File: config.mk
export PLATFORM = sky130hd
export DESIGN_NAME = c_string_hex_escaper_unit
export DESIGN_NICKNAME = d
export VERILOG_FILES = /design/src/sv/cse_pkg.sv /design/src/sv/cse_front.sv /design/src/sv/cse_queue.sv /design/src/sv/cse_back.sv /design/src/sv/c_string_hex_escaper_unit.sv
export SDC_FILE = /design/constraint.sdc
export NUM_CORES = 1
export LEC_CHECK = 0
export BUFFER_PORTS_ARGS = -buffer_cell sky130_fd_sc_hd__buf_2
export CORE_ASPECT_RATIO = 0.75
export CORE_MARGIN = 2
export CORE_UTILIZATION = 30
export DETAILED_ROUTE_END_ITERATION = 10
export GPL_TIMING_DRIVEN = 0
export HOLD_SLACK_MARGIN = 0.05
export SYNTH_ARGS = -nofsm -noshare
export SYNTH_HDL_FRONTEND = slang
export SYNTH_SLANG_ARGS = --single-unit
export TNS_END_PERCENT = 1
File: constraint.sdc
create_clock -name clk -period 3.6 [get_ports clk]
set_clock_uncertainty 0.05 [all_clocks]
set_input_delay 0.54 -clock clk [delete_from_list [all_inputs] [get_ports clk]]
set_output_delay 0.54 -clock clk [all_outputs]
set_load 0.02 [all_outputs]
File: src/sv/cse_pkg.sv
// shared types, character codes and helpers for the c string hex escaper
package cse_pkg;

  // input request: one raw byte and the fresh flag
  typedef struct packed {
    logic [7:0] in_byte;
    logic       fresh;
  } in_item_t;

  // result: one escaped character and the end-of-byte mark
  typedef struct packed {
    logic [6:0] out_char;
    logic       last;
  } out_item_t;

  // what the back end has to emit for one request
  typedef enum logic [1:0] {
    K_ONE  = 2'd0,   // the character itself
    K_PAIR = 2'd1,   // backslash, then the character
    K_HEX  = 2'd2    // backslash, x, two hex digits
  } kind_t;

  typedef struct packed {
    kind_t      kind;
    logic [7:0] data;
  } cmd_t;

  // character codes
  localparam logic [6:0] CH_BSLASH = 7'h5C;
  localparam logic [6:0] CH_X      = 7'h78;
  localparam logic [6:0] CH_N      = 7'h6E;
  localparam logic [6:0] CH_R      = 7'h72;
  localparam logic [6:0] CH_QMARK  = 7'h3F;
  localparam logic [6:0] CH_DQUOTE = 7'h22;
  localparam logic [7:0] BYTE_LF   = 8'h0A;
  localparam logic [7:0] BYTE_CR   = 8'h0D;

  // upper-case hex digit for a nibble
  function automatic logic [6:0] hex_char(input logic [3:0] nib);
    logic [6:0] wide;
    wide = {3'b000, nib};
    return (nib < 4'd10) ? (7'h30 + wide) : (7'h37 + wide);
  endfunction

  // true for 0-9, a-f, A-F
  function automatic logic is_hex_byte(input logic [7:0] c);
    return ((c >= 8'h30) && (c <= 8'h39)) ||
           ((c >= 8'h61) && (c <= 8'h66)) ||
           ((c >= 8'h41) && (c <= 8'h46));
  endfunction

endpackage

File: src/sv/cse_front.sv
// front end: takes requests, tracks escape state and classifies each byte
module cse_front (
  input  logic              clk,
  input  logic              rst_n,
  input  logic              cfg_we,
  input  logic              cfg_wdata,
  input  logic              in_valid,
  output logic              in_stall,
  input  cse_pkg::in_item_t in_item,
  input  logic              q_full,
  output logic              q_push,
  output cse_pkg::cmd_t     q_cmd
);

  typedef enum logic [2:0] {
    ST_NORMAL = 3'b001,
    ST_HEX    = 3'b010,
    ST_QMARK  = 3'b100
  } esc_state_t;

  logic       trig_r;
  esc_state_t state_r, state_nxt;
  esc_state_t prev;
  logic [7:0] c;
  logic       accept;

  assign in_stall = q_full;
  assign accept   = in_valid && !q_full;
  assign q_push   = accept;
  assign c        = in_item.in_byte;
  assign prev     = in_item.fresh ? ST_NORMAL : state_r;

  // trigraph mode register
  always_ff @(posedge clk) begin
    if (!rst_n) begin
      trig_r <= 1'b0;
    end else if (cfg_we) begin
      trig_r <= cfg_wdata;
    end
  end

  // classify the byte
  always_comb begin
    q_cmd.kind = cse_pkg::K_HEX;
    q_cmd.data = c;
    state_nxt  = ST_HEX;
    if ((c >= 8'h20) && (c < 8'h7F) &&
        ((c == {1'b0, cse_pkg::CH_DQUOTE}) || (c == {1'b0, cse_pkg::CH_BSLASH}))) begin
      q_cmd.kind = cse_pkg::K_PAIR;
      state_nxt  = ST_NORMAL;
    end else if ((c == {1'b0, cse_pkg::CH_QMARK}) && trig_r) begin
      q_cmd.kind = (prev == ST_QMARK) ? cse_pkg::K_PAIR : cse_pkg::K_ONE;
      state_nxt  = ST_QMARK;
    end else if ((c >= 8'h20) && (c < 8'h7F) &&
                 !((prev == ST_HEX) && cse_pkg::is_hex_byte(c))) begin
      q_cmd.kind = cse_pkg::K_ONE;
      state_nxt  = ST_NORMAL;
    end else if (c == cse_pkg::BYTE_LF) begin
      q_cmd.kind = cse_pkg::K_PAIR;
      q_cmd.data = {1'b0, cse_pkg::CH_N};
      state_nxt  = ST_NORMAL;
    end else if (c == cse_pkg::BYTE_CR) begin
      q_cmd.kind = cse_pkg::K_PAIR;
      q_cmd.data = {1'b0, cse_pkg::CH_R};
      state_nxt  = ST_NORMAL;
    end
  end

  // escape state moves on every accepted request
  always_ff @(posedge clk) begin
    if (!rst_n) begin
      state_r <= ST_NORMAL;
    end else if (accept) begin
      state_r <= state_nxt;
    end
  end

endmodule

File: src/sv/cse_queue.sv
// small command queue between front and back end
module cse_queue #(
  parameter int DEPTH = 2
) (
  input  logic          clk,
  input  logic          rst_n,
  input  logic          push,
  input  cse_pkg::cmd_t push_cmd,
  input  logic          pop,
  output cse_pkg::cmd_t pop_cmd,
  output logic          full,
  output logic          empty
);

  localparam int PTR_W = (DEPTH > 1) ? $clog2(DEPTH) : 1;
  localparam int CNT_W = $clog2(DEPTH + 1);
  localparam logic [PTR_W-1:0] LAST_PTR = PTR_W'(DEPTH - 1);
  localparam logic [CNT_W-1:0] FULL_CNT = CNT_W'(DEPTH);

  cse_pkg::cmd_t    mem [DEPTH];
  logic [PTR_W-1:0] wr_ptr_r, wr_ptr_nxt;
  logic [PTR_W-1:0] rd_ptr_r, rd_ptr_nxt;
  logic [CNT_W-1:0] count_r, count_nxt;
  logic             do_push, do_pop;

  assign full    = (count_r == FULL_CNT);
  assign empty   = (count_r == '0);
  assign do_push = push && !full;
  assign do_pop  = pop && !empty;
  assign pop_cmd = mem[rd_ptr_r];

  // storage
  always_ff @(posedge clk) begin
    if (do_push) begin
      mem[wr_ptr_r] <= push_cmd;
    end
  end

  // pointers and fill count
  always_comb begin
    wr_ptr_nxt = wr_ptr_r;
    rd_ptr_nxt = rd_ptr_r;
    count_nxt  = count_r;
    if (do_push) begin
      wr_ptr_nxt = (wr_ptr_r == LAST_PTR) ? '0 : wr_ptr_r + 1'b1;
    end
    if (do_pop) begin
      rd_ptr_nxt = (rd_ptr_r == LAST_PTR) ? '0 : rd_ptr_r + 1'b1;
    end
    if (do_push && !do_pop) begin
      count_nxt = count_r + 1'b1;
    end else if (do_pop && !do_push) begin
      count_nxt = count_r - 1'b1;
    end
  end

  always_ff @(posedge clk) begin
    if (!rst_n) begin
      wr_ptr_r <= '0;
      rd_ptr_r <= '0;
      count_r  <= '0;
    end else begin
      wr_ptr_r <= wr_ptr_nxt;
      rd_ptr_r <= rd_ptr_nxt;
      count_r  <= count_nxt;
    end
  end

endmodule

File: src/sv/cse_back.sv
// back end: expands one command into its characters, one per cycle while not stalled
module cse_back (
  input  logic               clk,
  input  logic               rst_n,
  input  logic               q_empty,
  input  cse_pkg::cmd_t      q_cmd,
  output logic               q_pop,
  output logic               out_valid,
  input  logic               out_stall,
  output cse_pkg::out_item_t out_item
);

  cse_pkg::cmd_t      cur_r, cur_nxt;
  logic               cur_valid_r, cur_valid_nxt;
  logic [1:0]         step_r, step_nxt;
  logic               out_valid_r, out_valid_nxt;
  cse_pkg::out_item_t out_item_r, out_item_nxt;
  logic [6:0]         ch;
  logic               is_last;
  logic               load_out;

  assign out_valid = out_valid_r;
  assign out_item  = out_item_r;
  assign load_out  = cur_valid_r && (!out_valid_r || !out_stall);
  assign q_pop     = !q_empty && (!cur_valid_r || (load_out && is_last));

  // character for the current step
  always_comb begin
    ch      = cur_r.data[6:0];
    is_last = 1'b1;
    unique case (cur_r.kind)
      cse_pkg::K_ONE: begin
        ch      = cur_r.data[6:0];
        is_last = 1'b1;
      end
      cse_pkg::K_PAIR: begin
        ch      = (step_r == 2'd0) ? cse_pkg::CH_BSLASH : cur_r.data[6:0];
        is_last = (step_r == 2'd1);
      end
      cse_pkg::K_HEX: begin
        is_last = (step_r == 2'd3);
        case (step_r)
          2'd0:    ch = cse_pkg::CH_BSLASH;
          2'd1:    ch = cse_pkg::CH_X;
          2'd2:    ch = cse_pkg::hex_char(cur_r.data[7:4]);
          default: ch = cse_pkg::hex_char(cur_r.data[3:0]);
        endcase
      end
      default: begin
        ch      = cur_r.data[6:0];
        is_last = 1'b1;
      end
    endcase
  end

  // current command and step
  always_comb begin
    cur_nxt       = cur_r;
    cur_valid_nxt = cur_valid_r;
    step_nxt      = step_r;
    if (q_pop) begin
      cur_nxt       = q_cmd;
      cur_valid_nxt = 1'b1;
      step_nxt      = 2'd0;
    end else if (load_out && is_last) begin
      cur_valid_nxt = 1'b0;
    end else if (load_out) begin
      step_nxt = step_r + 2'd1;
    end
  end

  // output register
  always_comb begin
    out_valid_nxt = out_valid_r;
    out_item_nxt  = out_item_r;
    if (load_out) begin
      out_valid_nxt         = 1'b1;
      out_item_nxt.out_char = ch;
      out_item_nxt.last     = is_last;
    end else if (!out_stall) begin
      out_valid_nxt = 1'b0;
    end
  end

  always_ff @(posedge clk) begin
    cur_r      <= cur_nxt;
    out_item_r <= out_item_nxt;
    if (!rst_n) begin
      cur_valid_r <= 1'b0;
      step_r      <= 2'd0;
      out_valid_r <= 1'b0;
    end else begin
      cur_valid_r <= cur_valid_nxt;
      step_r      <= step_nxt;
      out_valid_r <= out_valid_nxt;
    end
  end

endmodule

File: src/sv/c_string_hex_escaper_unit.sv
// top level of the c string hex escaper: front end, command queue, back end
//
//  channel | direction | handshake           | payload
//  in      | request   | in_valid/in_stall   | in_item  (in_byte, fresh)
//  out     | result    | out_valid/out_stall | out_item (out_char, last)
//  cfg     | write     | cfg_we              | cfg_wdata (escape_trigraphs)
//
// each request yields 1 to 4 characters, one per cycle from the back end's
// output register while the output is not stalled.
// a request is taken every cycle while the command queue has room; it passes
// through the queue and the current command register before its first character shows.
// synchronous active-low reset clears escape state, trigraph mode, queue and valids.
// a stalled output holds its character; the queue absorbs requests until full.
module c_string_hex_escaper_unit #(
  parameter int QUEUE_DEPTH = 2
) (
  input  logic               clk,
  input  logic               rst_n,
  input  logic               cfg_we,
  input  logic               cfg_wdata,
  input  logic               in_valid,
  output logic               in_stall,
  input  cse_pkg::in_item_t  in_item,
  output logic               out_valid,
  input  logic               out_stall,
  output cse_pkg::out_item_t out_item
);

  logic          q_push, q_pop, q_full, q_empty;
  cse_pkg::cmd_t push_cmd, pop_cmd;

  // classification
  cse_front u_front (
    .clk       (clk),
    .rst_n     (rst_n),
    .cfg_we    (cfg_we),
    .cfg_wdata (cfg_wdata),
    .in_valid  (in_valid),
    .in_stall  (in_stall),
    .in_item   (in_item),
    .q_full    (q_full),
    .q_push    (q_push),
    .q_cmd     (push_cmd)
  );

  // command queue
  cse_queue #(
    .DEPTH (QUEUE_DEPTH)
  ) u_queue (
    .clk      (clk),
    .rst_n    (rst_n),
    .push     (q_push),
    .push_cmd (push_cmd),
    .pop      (q_pop),
    .pop_cmd  (pop_cmd),
    .full     (q_full),
    .empty    (q_empty)
  );

  // character expansion
  cse_back u_back (
    .clk       (clk),
    .rst_n     (rst_n),
    .q_empty   (q_empty),
    .q_cmd     (pop_cmd),
    .q_pop     (q_pop),
    .out_valid (out_valid),
    .out_stall (out_stall),
    .out_item  (out_item)
  );

  // queue cannot be full and empty at once
  a_queue_flags: assert property (@(posedge clk) disable iff (!rst_n)
    !(q_full && q_empty))
    else $error("queue full and empty together");

  // a request pushed into an empty queue is there the next cycle
  a_push_lands: assert property (@(posedge clk) disable iff (!rst_n)
    (in_valid && !in_stall && q_empty) |=> !q_empty)
    else $error("accepted request lost from queue");

  // after a taken character that is not last, the next one follows at once
  a_no_gap: assert property (@(posedge clk) disable iff (!rst_n)
    (out_valid && !out_stall && !out_item.last) |=> out_valid)
    else $error("gap inside the characters of one request");

endmodule
==> qor.yml <==
status: "complete, no violations"
reg2reg_from: "u_back.cur_r[9]"
cts_max_level: 2
max-slew-margin-rel: 0.444
async_flop_share: 0
drtIter0Drc: 81
setup_viol: 0
ctsHoldBuffers: 0
cts-root-buf: "clkbuf_16"
layout.nets: 286
cts_setup_buffers: 0
die-area_um2: 9340
syn_nets: 256
synth-seq-area-share: 0.537
tns_ps: 0
dieHeight_um: 84.2
critPathKind: "reg2reg"
rsz0062_at_grt: "no"
r2r_end: "u_queue.count_r[1]"
insertion_delay_ps: 280
area_growth_pct: 15.0
globalRouteOverflowTotal: 0
p_total_mw: 2.24
synth_top_family_by_area: "simple AND/OR/NAND/NOR gates"
dp.final_hpwl_um: 3430
synth_fa_ha_area_frac: 0.0486
avgRoutedWirePerCell_um: 12.2
arrival_ps: 2460
cts_tree: "yes"
die_w_um: 111
final_antenna_net_count: 0
critPathMaxFanout: 6
crit_path_end: "u_queue.count_r[1]"
p_leak_nw: 1.13
rows: 29
startpoint: "u_back.cur_r[9]"
grt_max_degree: 15
drt-total-wl_um: 4520
synth_warnings: 0
io_buffers: 23
post-place-cells: 362
r2r_cells: 7
dr.pass1.iters: 4
start_kind: "register"
nFillCells: 821
n_antenna_cell: 0
ys.flop_type: "edfxtp_1"
fin_util: 0.353
cp.required_ps: 3760
finalHoldViolCount: 0
cts.sinks: 50
grt_pass1_wl_um: 7710
synthMuxAreaShare: 0.0516
gr-usage-all-layers: 0.103
vias: 1743
drc_errors: 0
tightest_slew_ps: 830
layout_min_cycle_time_ps: 2300
cts_resized: 0
cts_buffers: 5
vias_per_cell: 4.71
maxCapViolCount: 0
antenna_found_initial: 0
place.gp.congestion: 0.844
synth_edf_count: 38
synth_cell_types: 56
min_path_type: "reg2reg"
drive_gt1_frac: 0.195
clkTransAtPathRegs_ps: 60
grt_pass1_vias: 1655
start_util: 0.307
stdcell_count: 370
synth_xor_area_frac: 0.0238
yosys.area_share.simple: 0.168
synth_area_um2: 2570
irDropWorstVdd_mv: 0.299
critPathCaptureType: "register"
synth_seq_cells: 50
synthCells: 231
coreArea_um2: 8380
min_path_cells: 1
ioPinCount: 25
fmax_mhz: 434
r2r_setup_slack_ps: 1300
clock_path_buffers: 2
synth_compound_area_frac: 0.129
min_period_over_period: 0.640
syn_avg_cell_area_um2: 11.1
slew_violations: 0
p_per_area_nw_per_um2: 758
-- layer usage --
metal,vias up,part of all wire,global-route usage
met1,798,0.49,0.139
met3,2,0.044,0.0303
met4,0,0.0064,0.0466
li1,898,-,-
met5,-,0,0
met2,45,0.46,0.155
-- metrics by stage --
step | hold slack, ps | cell area, µm² | setup slack (ps)
2_1_floorplan | 399 | 2570 | 1520
3_3_place_gp | 413 | 2820 | 1320
3_5_place_dp | 422 | 2820 | 1310
4_1_cts | 436 | 2960 | 1290
5_1_grt | 468 | 2960 | 1110
6_report | 429 | 2960 | 1300
-- cells in the mapped netlist (3+ instances only) --
cell,instances,share of area
a21boi_0,4,0.012
a21oi_1,3,0.0058
and2_1,4,0.0097
clkbuf_1,4,0.0058
dfxtp_1,12,0.093
edfxtp_1,38,0.44
ha_1,10,0.049
inv_1,19,0.028
mux2_2,10,0.044
nand2_1,18,0.026
nand2b_1,3,0.0073
nand3_1,5,0.0097
nor2_1,17,0.025
nor2b_1,5,0.012
nor3_1,3,0.0058
o21ai_0,16,0.031
o22ai_1,3,0.0073
or2b_1,4,0.012
xnor2_1,6,0.020
-- cell type report --
class / instances / area [µm²] / share of cell area
flip-flops and latches: 50 / 1380 / 0.467
repair buffers: 23 / 115 / 0.0389
multi-input cells: 155 / 1080 / 0.367
inverters: 20 / 75.1 / 0.0254
clock buffers: 7 / 133 / 0.0448
plain buffers: 6 / 31.3 / 0.0106
clock inverters: 1 / 3.75 / 0.00127
well taps: 108 / 135 / 0.0457
-- logic make-up (layout without fill, tap and decap cells) --
| logic type | Yosys count | in the layout |
|---|---|---|
| and+or+nand+nor | 78 | 78 |
| DFF | 50 | 50 |
| AOI/OAI and AO/OA | 48 | 48 |
| buffers and inverters | 26 | 57 |
| muxes | 12 | 12 |
| adders and majority gates | 10 | 10 |
| xor gates and xnor gates | 7 | 7 |
-- state kept, by name, indices dropped and copies added (netlist names) --
signal,flops
u_back.out_valid,1
u_queue.mem,20
u_back.cur_r,10
u_back.step_r,2
u_queue.wr_ptr_r,1
u_queue.count_r,2
u_front.trig_r,1
u_queue.rd_ptr_r,1
u_back.out_item,8
u_front.state_r,3
u_back.cur_valid_r,1
-- worst min path at each step --
| stage | endpoint | start |
|---|---|---|
| floorplan | u_front.state_r[1] | u_front.state_r[1] |
| global placement | u_back.out_valid | u_back.cur_valid_r |
| detailed placement | u_back.out_valid | u_back.cur_valid_r |
| CTS | u_back.out_valid | u_back.cur_valid_r |
| global route | u_back.out_valid | u_back.cur_valid_r |
| finish | u_back.out_valid | u_back.cur_valid_r |
-- critical path: stages, from the launching register on --
cell,delay (ps)
edfxtp_1,390
ha_1,390
a221oi_2,280
o21ai_1,160
o21ai_2,130
ha_1,300
or3_1,370
a21boi_0,160
-- power breakdown --
part           total [mW]  internal (mW)  switching, mW
logic               0.828          0.338          0.491
registers           0.976          0.866          0.109
clock network       0.438          0.256          0.182
total                2.24           1.46          0.782
-- cell usage in the layout (no fill, tap or decap), drive strengths merged, types with 6 or more instances in the layout --
cell and n:
ha 10, edfxtp 38, dfxtp 12, nor2 17, buf 25, nand2 18
mux2 10, o21ai 20, inv 20, clkbuf 11, xnor2 6
(Power assumes the default switching activity.)
